$ cat src/ufc_pkg.sv
`default_nettype none
package ufc_pkg;

    localparam int FRAME_CAPACITY = 100;
    localparam int CNT_W = $clog2(FRAME_CAPACITY + 1);

    localparam logic [15:0] IDLE_TICKS_RESET = 16'd12000;
    localparam logic [15:0] CRC_INIT = 16'hFFFF;
    localparam logic [15:0] IDLE_MAX = 16'hFFFF;

    localparam logic [1:0] ST_GOOD    = 2'd0;
    localparam logic [1:0] ST_BAD_LEN = 2'd1;
    localparam logic [1:0] ST_BAD_CRC = 2'd2;

    localparam logic REQ_BYTE = 1'b0;
    localparam logic REQ_TICK = 1'b1;

    typedef struct packed {
        logic        valid;
        logic [1:0]  status;
        logic [6:0]  frame_length;
        logic [15:0] command;
        logic [31:0] argument;
    } t_result;

    // CRC-16/CCITT-FALSE, one byte, table-free form
    function automatic logic [15:0] crc_byte(input logic [15:0] crc, input logic [7:0] b);
        logic [15:0] c;
        c = {crc[7:0], crc[15:8]};
        c = c ^ {8'h00, b};
        c = c ^ {12'h000, c[7:4]};
        c = c ^ {c[3:0], 12'h000};
        c = c ^ {3'b000, c[7:0], 5'b00000};
        return c;
    endfunction

endpackage
`default_nettype wire

$ cat src/ufc_frame_core.sv
`default_nettype none
module ufc_frame_core (
    input  wire logic                  i_clk,
    input  wire logic                  i_rst_n,
    input  wire logic                  i_go,
    input  wire logic                  i_req_type,
    input  wire logic [7:0]            i_data_byte,
    input  wire logic [15:0]           i_idle_ticks,
    output ufc_pkg::t_result           o_result
);
    import ufc_pkg::*;

    logic [CNT_W-1:0] r_byte_count, n_byte_count;
    logic [15:0]      r_idle_count, n_idle_count;
    logic             r_timer_running, n_timer_running;
    logic [15:0]      r_crc, n_crc;
    logic [7:0]       r_tail0, n_tail0;
    logic [7:0]       r_tail1, n_tail1;
    logic [7:0]       r_length, n_length;
    logic [15:0]      r_command, n_command;
    logic [31:0]      r_argument, n_argument;

    logic [15:0] idle_inc;
    logic        len_bad;
    logic        crc_bad;

    assign idle_inc = (r_idle_count < IDLE_MAX) ? r_idle_count + 16'd1 : r_idle_count;
    assign len_bad  = (r_length < 8'd2) || ({1'b0, r_length} != 9'(r_byte_count));
    assign crc_bad  = (r_tail0 != r_crc[15:8]) || (r_tail1 != r_crc[7:0]);

    always_comb begin
        n_byte_count    = r_byte_count;
        n_idle_count    = r_idle_count;
        n_timer_running = r_timer_running;
        n_crc           = r_crc;
        n_tail0         = r_tail0;
        n_tail1         = r_tail1;
        n_length        = r_length;
        n_command       = r_command;
        n_argument      = r_argument;
        o_result        = '0;

        if (i_go) begin
            if (i_req_type == REQ_BYTE) begin
                if (r_byte_count < CNT_W'(FRAME_CAPACITY)) begin
                    // CRC trails the stored bytes by two: the tail is the check
                    if (r_byte_count >= CNT_W'(2)) begin
                        n_crc = crc_byte(r_crc, r_tail0);
                    end
                    n_tail0 = r_tail1;
                    n_tail1 = i_data_byte;
                    if (r_byte_count == CNT_W'(1)) begin
                        n_length = i_data_byte;
                    end else if (r_byte_count == CNT_W'(2)) begin
                        n_command[15:8] = i_data_byte;
                    end else if (r_byte_count == CNT_W'(3)) begin
                        n_command[7:0] = i_data_byte;
                    end else if (r_byte_count >= CNT_W'(4) && r_byte_count <= CNT_W'(7)) begin
                        n_argument[8*(2'd3 - r_byte_count[1:0]) +: 8] = i_data_byte;
                    end
                    n_byte_count = r_byte_count + CNT_W'(1);
                end
                n_idle_count    = '0;
                n_timer_running = 1'b1;
            end else if (r_timer_running) begin
                n_idle_count = idle_inc;
                if (idle_inc >= i_idle_ticks) begin
                    n_timer_running = 1'b0;
                    if (r_byte_count != '0) begin
                        o_result.valid        = 1'b1;
                        o_result.frame_length = 7'(r_byte_count);
                        o_result.argument     = r_argument;
                        if (len_bad) begin
                            o_result.status = ST_BAD_LEN;
                        end else if (crc_bad) begin
                            o_result.status = ST_BAD_CRC;
                        end else begin
                            o_result.status  = ST_GOOD;
                            o_result.command = r_command;
                        end
                    end
                    n_byte_count = '0;
                    n_idle_count = '0;
                    n_crc        = CRC_INIT;
                    n_tail0      = '0;
                    n_tail1      = '0;
                    n_length     = '0;
                    n_command    = '0;
                    n_argument   = '0;
                end
            end
        end
    end

    always_ff @(posedge i_clk) begin
        if (!i_rst_n) begin
            r_byte_count    <= '0;
            r_idle_count    <= '0;
            r_timer_running <= 1'b1;
            r_crc           <= CRC_INIT;
            r_tail0         <= '0;
            r_tail1         <= '0;
            r_length        <= '0;
            r_command       <= '0;
            r_argument      <= '0;
        end else begin
            r_byte_count    <= n_byte_count;
            r_idle_count    <= n_idle_count;
            r_timer_running <= n_timer_running;
            r_crc           <= n_crc;
            r_tail0         <= n_tail0;
            r_tail1         <= n_tail1;
            r_length        <= n_length;
            r_command       <= n_command;
            r_argument      <= n_argument;
        end
    end

endmodule
`default_nettype wire

$ cat config.mk
export PLATFORM = sky130hd
export DESIGN_NAME = ufc_frame_core
export DESIGN_NICKNAME = d
export VERILOG_FILES = /design/src/ufc_pkg.sv /design/src/ufc_frame_core.sv
export SDC_FILE = /design/constraint.sdc
export NUM_CORES = 1
export LEC_CHECK = 0
export BUFFER_PORTS_ARGS = -buffer_cell sky130_fd_sc_hd__buf_4
export CELL_PAD_IN_SITES_DETAIL_PLACEMENT = 2
export CELL_PAD_IN_SITES_GLOBAL_PLACEMENT = 2
export CORE_MARGIN = 4
export CORE_UTILIZATION = 34
export DETAILED_ROUTE_END_ITERATION = 6
export GPL_TIMING_DRIVEN = 0
export MAX_ROUTING_LAYER = met4
export PLACE_DENSITY_LB_ADDON = 0.25
export SYNTH_ARGS = -nofsm -noshare
export SYNTH_HDL_FRONTEND = slang
export SYNTH_SLANG_ARGS = --single-unit
export TNS_END_PERCENT = 1
$ cat constraint.sdc
create_clock -name i_clk -period 6.67 [get_ports i_clk]
set_clock_uncertainty 0.2 [all_clocks]
set_input_delay 1.334 -clock i_clk [delete_from_list [all_inputs] [get_ports i_clk]]
set_output_delay 1.334 -clock i_clk [all_outputs]
set_load 0.03 [all_outputs]
==> impl_results.md, run 1 <==
- Fin Setup TNS: 0 ns
- Wire length of the first global-routing pass: 36.4 mm
- Top FF cell, synth: sky130_fd_sc_hd__dfxtp_1
- Number of library cell types mapped by synthesis: 56
- Die Span X: roughly 140 um
- Fraction of layout cells with a size suffix above 1: 0.160
- Hold path depth: 1
- Synthesis-stage register bit count: 112
- H-tree Lvls: 3
- Leading cell types in the layout, fill and taps excluded: sky130_fd_sc_hd__dfxtp_1 (111), sky130_fd_sc_hd__buf_4 (90), sky130_fd_sc_hd__a21oi_1 (69)
- Clock tree buffer depth: 2
- Worst min-delay path class: register to register
- Synth Net Count: 788
- Count of flip-flops with a built-in enable after synthesis: 0
- Max frequency: 155 MHz
- WP data required: just over 5 ns
- PD cells: 190 nW/um^2
- Net Sw Power: between 0.0004 and 0.0005 W
- Die area: between 15000 and 20000 sq um
- Comb power frac: 0.102
- Hold wc startpoint: r_argument[11]
- Post-route DRC: 0
- Register cell area after layout: around 2200 sq um
- Final critical path time including I/O delays and setup: between 6 and 7 ns
- Most common cell after layout, fill and taps aside: sky130_fd_sc_hd__dfxtp_1
- Arrival time of data at the critical path endpoint: 4.93 ns
- Part of the power in the clock network: 0.408
- GRT Resource Usage Total: 0.236
- Final critical-path share of the clock period: 0.970
- Net switching fraction of the power: 0.288
- Final setup violation count: 0
- Max-slew headroom: 0.158
- Total number of nets in the final design: around 890
- P&R area growth vs syn: 21.6%
- Row cnt: 48
- Outcome: completed
- DRT antenna net count: 0
- Slack of the worst reg-to-reg path: around 1.7 ns
- CP Launch Type: register
- Reg2Reg Launch Point: r_idle_count[0]
- Type of the setup path with the least slack: register to output port
- Pwr Total: between 0.001 and 0.0015 W
- Post-route cell area: approximately 7400 sq um
- Wire length on met3: between 700 and 800 um
- Starting density of the core: 0.349
- End point of the worst hold path: r_argument[11]
- Wire per inst: between 20 and 25 um
- Cell internal pwr: 0.000997 W
- Syn Std Cell Area: roughly 6000 sq um
- RD Place Congestion: ~0.88
- Worst Setup End Kind: output port
- Floorplan Core Area: between 15000 and 20000 sq um
- Length of routed wiring on met1: slightly above 10 mm
- Clock buffers created by TritonCTS: 9
- Post-synthesis async set-or-reset flop share: 0
- Dpl hpwl: approximately 17 mm
- Total Wirelength: approximately 23 mm
- Cell chosen for the clock root: sky130_fd_sc_hd__clkbuf_16
- Fraction of power consumed by sequential logic: 0.490
- Measured slew at the worst slew-check pin: between 1 and 1.5 ns
- Length of the first detailed-routing pass in iterations: 4
- Leakage power summed over all cells: 2.85 nW
- CTS Hold Buffers Added: 0
- Number of sinks driven by the clock tree: about 110
- Max layer used: met4
- Sequential element share of the synthesized area: 0.371
- Post-Synthesis Cells: roughly 740
- Unrepaired setup endpoints after global routing: yes
- Number of pins with negative max-slew slack in the final report: 0
- Filler Cells Inserted: 1962
- Number of diodes: 0
- Dpl cell area: about 7000 sq um
- 1st-iter DRT viols: 189
- TritonCTS clock tree: built
- Die outline height: about 140 um
- GRT Residual Overflow: 0
- Mean instance size in the synthesized netlist: 8.21 sq um
- CP Max Fanout: 10
- Total of warnings raised by yosys: 0
- IO buf count: 84
- Antenna violations before repair: 0
- Post-DR vias/cell: 5.63
- Count of boundary I/O pins: 86
- Launching instance or port of the critical path: r_idle_count[1]
- Worst R2R End: r_argument[20]
- Multi-input logic area: 3570 sq um
- Largest vdd supply drop: around 140 uV
- Clock latency on the worst-skew pair: about 0.37 ns
- Max Cap Violations: 0
- Vias in the first global route: 6581
- Metal2 WL: approximately 12 mm
- Clock input transition at the sequential cells of the worst setup and hold paths: ~0.09 ns
- Final-report hold violation count: 0
- Pin count of the biggest net entering global routing: 21
- Total via count after detailed routing: 6016
- Worst R2R Path Depth: 12
power groups by stage:
stage | registers, W | logic [W] | clock network [W]
finish | 0.000687 | 0.000143 | 0.000571
global route | 0.000689 | 0.000157 | 0.000601
CTS | 0.000687 | 0.000143 | 0.000574
detailed placement | 0.000703 | 0.000141 | 0
global placement | 0.000702 | 0.000134 | 0
floorplan | 0.000700 | 0.0000843 | 0
synthesized netlist by cell type, drive strengths merged (9+ instances only):
| master | instances | area (sq um) |
|---|---|---|
| nand4 | 17 | 106 |
| nor2b | 10 | 62.6 |
| a22o | 32 | 280 |
| o22ai | 9 | 56.3 |
| xnor2 | 41 | 359 |
| a21oi | 70 | 362 |
| nand3 | 36 | 180 |
| ha | 23 | 288 |
| nand2 | 67 | 251 |
| nor2 | 31 | 116 |
| o21ai | 42 | 210 |
| nor3 | 22 | 125 |
| dfxtp | 112 | 2240 |
| inv | 31 | 116 |
| and3 | 13 | 81.3 |
| a31oi | 11 | 68.8 |
| clkbuf | 35 | 134 |
| and2 | 57 | 357 |
| o211ai | 9 | 67.6 |
timing repair:
| item | 4_1_cts | 5_1_grt |
|---|---|---|
| buffers inserted | 0 | 6 |
| resized for setup | 4 | 8 |
| setup endpoints to repair | 58 | 41 |
| pin swaps | 1 | 5 |
flip-flops by register name (all words and copies together) (netlist names):
signal,cells
r_crc,16
r_idle_count,16
r_argument,32
r_tail0,8
r_tail1,8
r_timer_running,1
r_byte_count,7
r_command,16
r_length,8
area by class of cell:
class	instances	share of cell area
Multi-Input combinational cell	552	0.485
Sequential cell	112	0.305
Timing Repair Buffer	90	0.0918
Tap cell	225	0.0383
Clock buffer	10	0.0325
Buffer	40	0.0223
Inverter	33	0.0168
Clock inverter	6	0.00816
critical path, cell delays in order, from the launching register on:
cell,delay [ns]
sky130_fd_sc_hd__dfxtp_1,0.42
sky130_fd_sc_hd__ha_1,0.30
sky130_fd_sc_hd__nand3_2,0.19
sky130_fd_sc_hd__nor2_1,0.26
sky130_fd_sc_hd__and4_1,0.24
sky130_fd_sc_hd__mux2_2,0.37
sky130_fd_sc_hd__ha_1,0.29
sky130_fd_sc_hd__nand2_1,0.06
sky130_fd_sc_hd__or3_1,0.40
sky130_fd_sc_hd__or4_4,0.62
sky130_fd_sc_hd__a41o_1,0.33
sky130_fd_sc_hd__buf_2,0.24
sky130_fd_sc_hd__a21oi_4,0.25
sky130_fd_sc_hd__buf_2,0.26
sky130_fd_sc_hd__and2_1,0.16
sky130_fd_sc_hd__buf_4,0.16
metrics by stage:
step           cells  utilization  hold WS, ns  setup slack, ns
2_1_floorplan    737            -        0.241            0.957
6_report        1068        0.424        0.275            0.203
5_1_grt         1068        0.424        0.293          -0.0263
4_1_cts         1062        0.419        0.280           0.0583
3_3_place_gp    1046        0.401        0.256            0.106
3_5_place_dp    1046        0.401        0.259           0.0395
cells by family after synthesis:
group / synth area share
AND/OR/NAND/NOR: 0.244
buffers and inverters: 0.0476
multiplexers: 0.00724
AO/OA/AOI/OAI: 0.214
adder cells (fa/ha/maj): 0.0476
XOR/XNOR: 0.0695
flip-flops: 0.371
worst max path at each step:
stage | slack (ns) | depth (start not counted) | to
after floorplan | 0.96 | 14 | o_result[26]
after global placement | 0.11 | 14 | o_result[47]
after detailed placement | 0.04 | 14 | o_result[47]
after CTS | 0.06 | 15 | o_result[23]
after global routing | -0.03 | 16 | o_result[18]
final | 0.20 | 15 | o_result[23]
routing by layer:
metal / vias up / track usage
met5: - / -
met4: 0 / 0.0515
met3: 30 / 0.0388
met2: 100 / 0.411
met1: 3059 / 0.289
li1: 2827 / -
Note: power is estimated with default switching activity, not from simulation.
==> inputs of run 2 (changes only) <==
CORE_ASPECT_RATIO = 1.4   (was unset)
clock period = 6.45 ns   (was 6.67 ns; I/O delays follow)
==> run 2 against run 1 <==
Compared with the run above: sequential cell count unchanged; register-to-register slack got worse by 0.20 ns; worst hold slack worse by 0.0021 ns; critical path type unchanged; largest cell class unchanged.
==> impl_results.md, run 2 (same netlist as run 1, synthesis figures left out) <==
- Largest vdd supply drop: around 110 uV
- Measured slew at the worst slew-check pin: around 1.4 ns
- Wire per inst: roughly 22 um
- Count of boundary I/O pins: 86
- IO buf count: 84
- Die area: roughly 20000 sq um
- Post-layout worst setup margin: 0.132 ns
- Post-DR vias/cell: 5.60
- Final setup violation count: 0
- Worst min-delay path class: register to register
- Total number of nets in the final design: 891
- WP data required: approximately 5 ns
- Dpl ws: around 0.020 ns
- Number of diodes: 0
- Total via count after detailed routing: around 6100
- Max-slew headroom: 0.0845
- Fraction of layout cells with a size suffix above 1: 0.162
- Number of pins with negative max-slew slack in the final report: 0
- Arrival time of data at the critical path endpoint: ~4.8 ns
- CP Launch Type: register
- Total Wirelength: approximately 24 mm
- Clock buffers created by TritonCTS: 9
- CP Max Fanout: 11
- Leading cell types in the layout, fill and taps excluded: sky130_fd_sc_hd__dfxtp_1 (111), sky130_fd_sc_hd__buf_4 (91), sky130_fd_sc_hd__a21oi_1 (69)
- Clock latency on the worst-skew pair: approximately 0.36 ns
- Number of sinks driven by the clock tree: about 110
- Final cell utilization of the core: 0.424
- Reg2Reg Launch Point: r_idle_count[1]
- Max Cap Violations: 0
- Max reg flops: 32
- Number of cells after detailed placement: approximately 1100
- Starting density of the core: 0.348
- Clock tree buffer depth: 2
- TritonCTS clock tree: built
- Dpl hpwl: 17.6 mm
- Leakage power summed over all cells: roughly 2.8 nW
- Outcome: completed
- Fin Setup TNS: 0 ns
- Launching instance or port of the critical path: r_idle_count[2]
- Final critical-path share of the clock period: 0.980
- Die outline height: approximately 170 um
- Filler-free cell count of the finished design: around 1100
- PD cells: roughly 190 nW/um^2
- Wire length of the first global-routing pass: roughly 37 mm
- Cell chosen for the clock root: sky130_fd_sc_hd__clkbuf_16
- CTS Hold Buffers Added: 0
- H-tree Lvls: 3
- Row cnt: 57
- GRT Residual Overflow: 0
- GRT Resource Usage Total: 0.240
- Final critical path time including I/O delays and setup: ~6.3 ns
- Length of the first detailed-routing pass in iterations: 4
- Dpl cell area: between 6000 and 7000 sq um
- P&R area growth vs syn: 21.9%
- Hold wc startpoint: r_argument[17]
- Antenna violations before repair: 0
- Most common cell after layout, fill and taps aside: sky130_fd_sc_hd__dfxtp_1
- Worst Setup End Kind: output port
- Clock input transition at the sequential cells of the worst setup and hold paths: ~0.070 ns
- Vias in the first global route: about 6600
- Final-report hold violation count: 0
- RD Place Congestion: approximately 0.84
- Floorplan Core Area: around 17000 sq um
- Type of the setup path with the least slack: register to output port
- Register name with the most flops: r_argument
- DRT antenna net count: 0
- Pin count of the biggest net entering global routing: 19
- 1st-iter DRT viols: about 280
- Post-route cell area: ~7400 sq um
- Post-route DRC: 0
- Die Span X: 121 um
- Max frequency: ~160 MHz
[run 2: worst paths after layout]
kind,slack (ns),depth (start not counted),endpoint
worst max register to register,1.45,12,r_argument[19]
worst min-delay path,0.27,1,r_argument[17]
worst max-delay path,0.13,16,o_result[30]
worst min register to register,0.27,1,r_argument[17]
[run 2: routing by layer]
metal | GRT usage | vias up | wire, um
met5 | - | - | 0
met4 | 0.0680 | 0 | 510
met3 | 0.0276 | 32 | 596
met2 | 0.442 | 109 | 13000
met1 | 0.271 | 3075 | 9610
li1 | - | 2836 | -
[run 2: worst max-delay path, stage by stage, from the launching register on]
cell and delay [ns]:
sky130_fd_sc_hd__dfxtp_1 0.31, sky130_fd_sc_hd__clkbuf_1 0.32, sky130_fd_sc_hd__nand4_1 0.16, sky130_fd_sc_hd__buf_4 0.20
sky130_fd_sc_hd__nor3_2 0.17, sky130_fd_sc_hd__and3_1 0.20, sky130_fd_sc_hd__mux2i_1 0.30, sky130_fd_sc_hd__ha_1 0.19
sky130_fd_sc_hd__nand4_1 0.14, sky130_fd_sc_hd__or3_4 0.46, sky130_fd_sc_hd__or4_4 0.61, sky130_fd_sc_hd__a41o_1 0.33
sky130_fd_sc_hd__buf_2 0.25, sky130_fd_sc_hd__a21oi_4 0.24, sky130_fd_sc_hd__buf_2 0.24, sky130_fd_sc_hd__and2_1 0.18
sky130_fd_sc_hd__buf_4 0.17
[run 2: layout make-up]
type / count / area [sq um]
clock buffer: 10 / 229
multi-input combinational: 553 / 3590
timing repair buffer: 91 / 683
clock inverter: 5 / 41.3
inverter: 33 / 124
sequential: 112 / 2240
tap: 236 / 295
buffer: 40 / 166
fill: 2065 / 10000
[run 2: report_power, final]
group	switching (W)	total, W	internal [W]
registers	0.0000107	0.000711	0.000700
logic	0.000101	0.000149	0.0000482
clock network	0.000282	0.000547	0.000265
total	0.000394	0.00141	0.00101
[run 2: repair_timing]
action / in CTS / in global routing
resized for setup: 8 / 6
cloned: 1 / 0
buffers inserted: 2 / 5
pin swaps: 2 / 3
setup endpoints to repair: 58 / 55
[run 2: through the flow]
stage,total power (W),hold WS (ns)
after detailed placement,0.000874,0.258
after global routing,0.00146,0.301
after global placement,0.000866,0.256
after floorplan,0.000811,0.241
after CTS,0.00141,0.280
final,0.00141,0.273
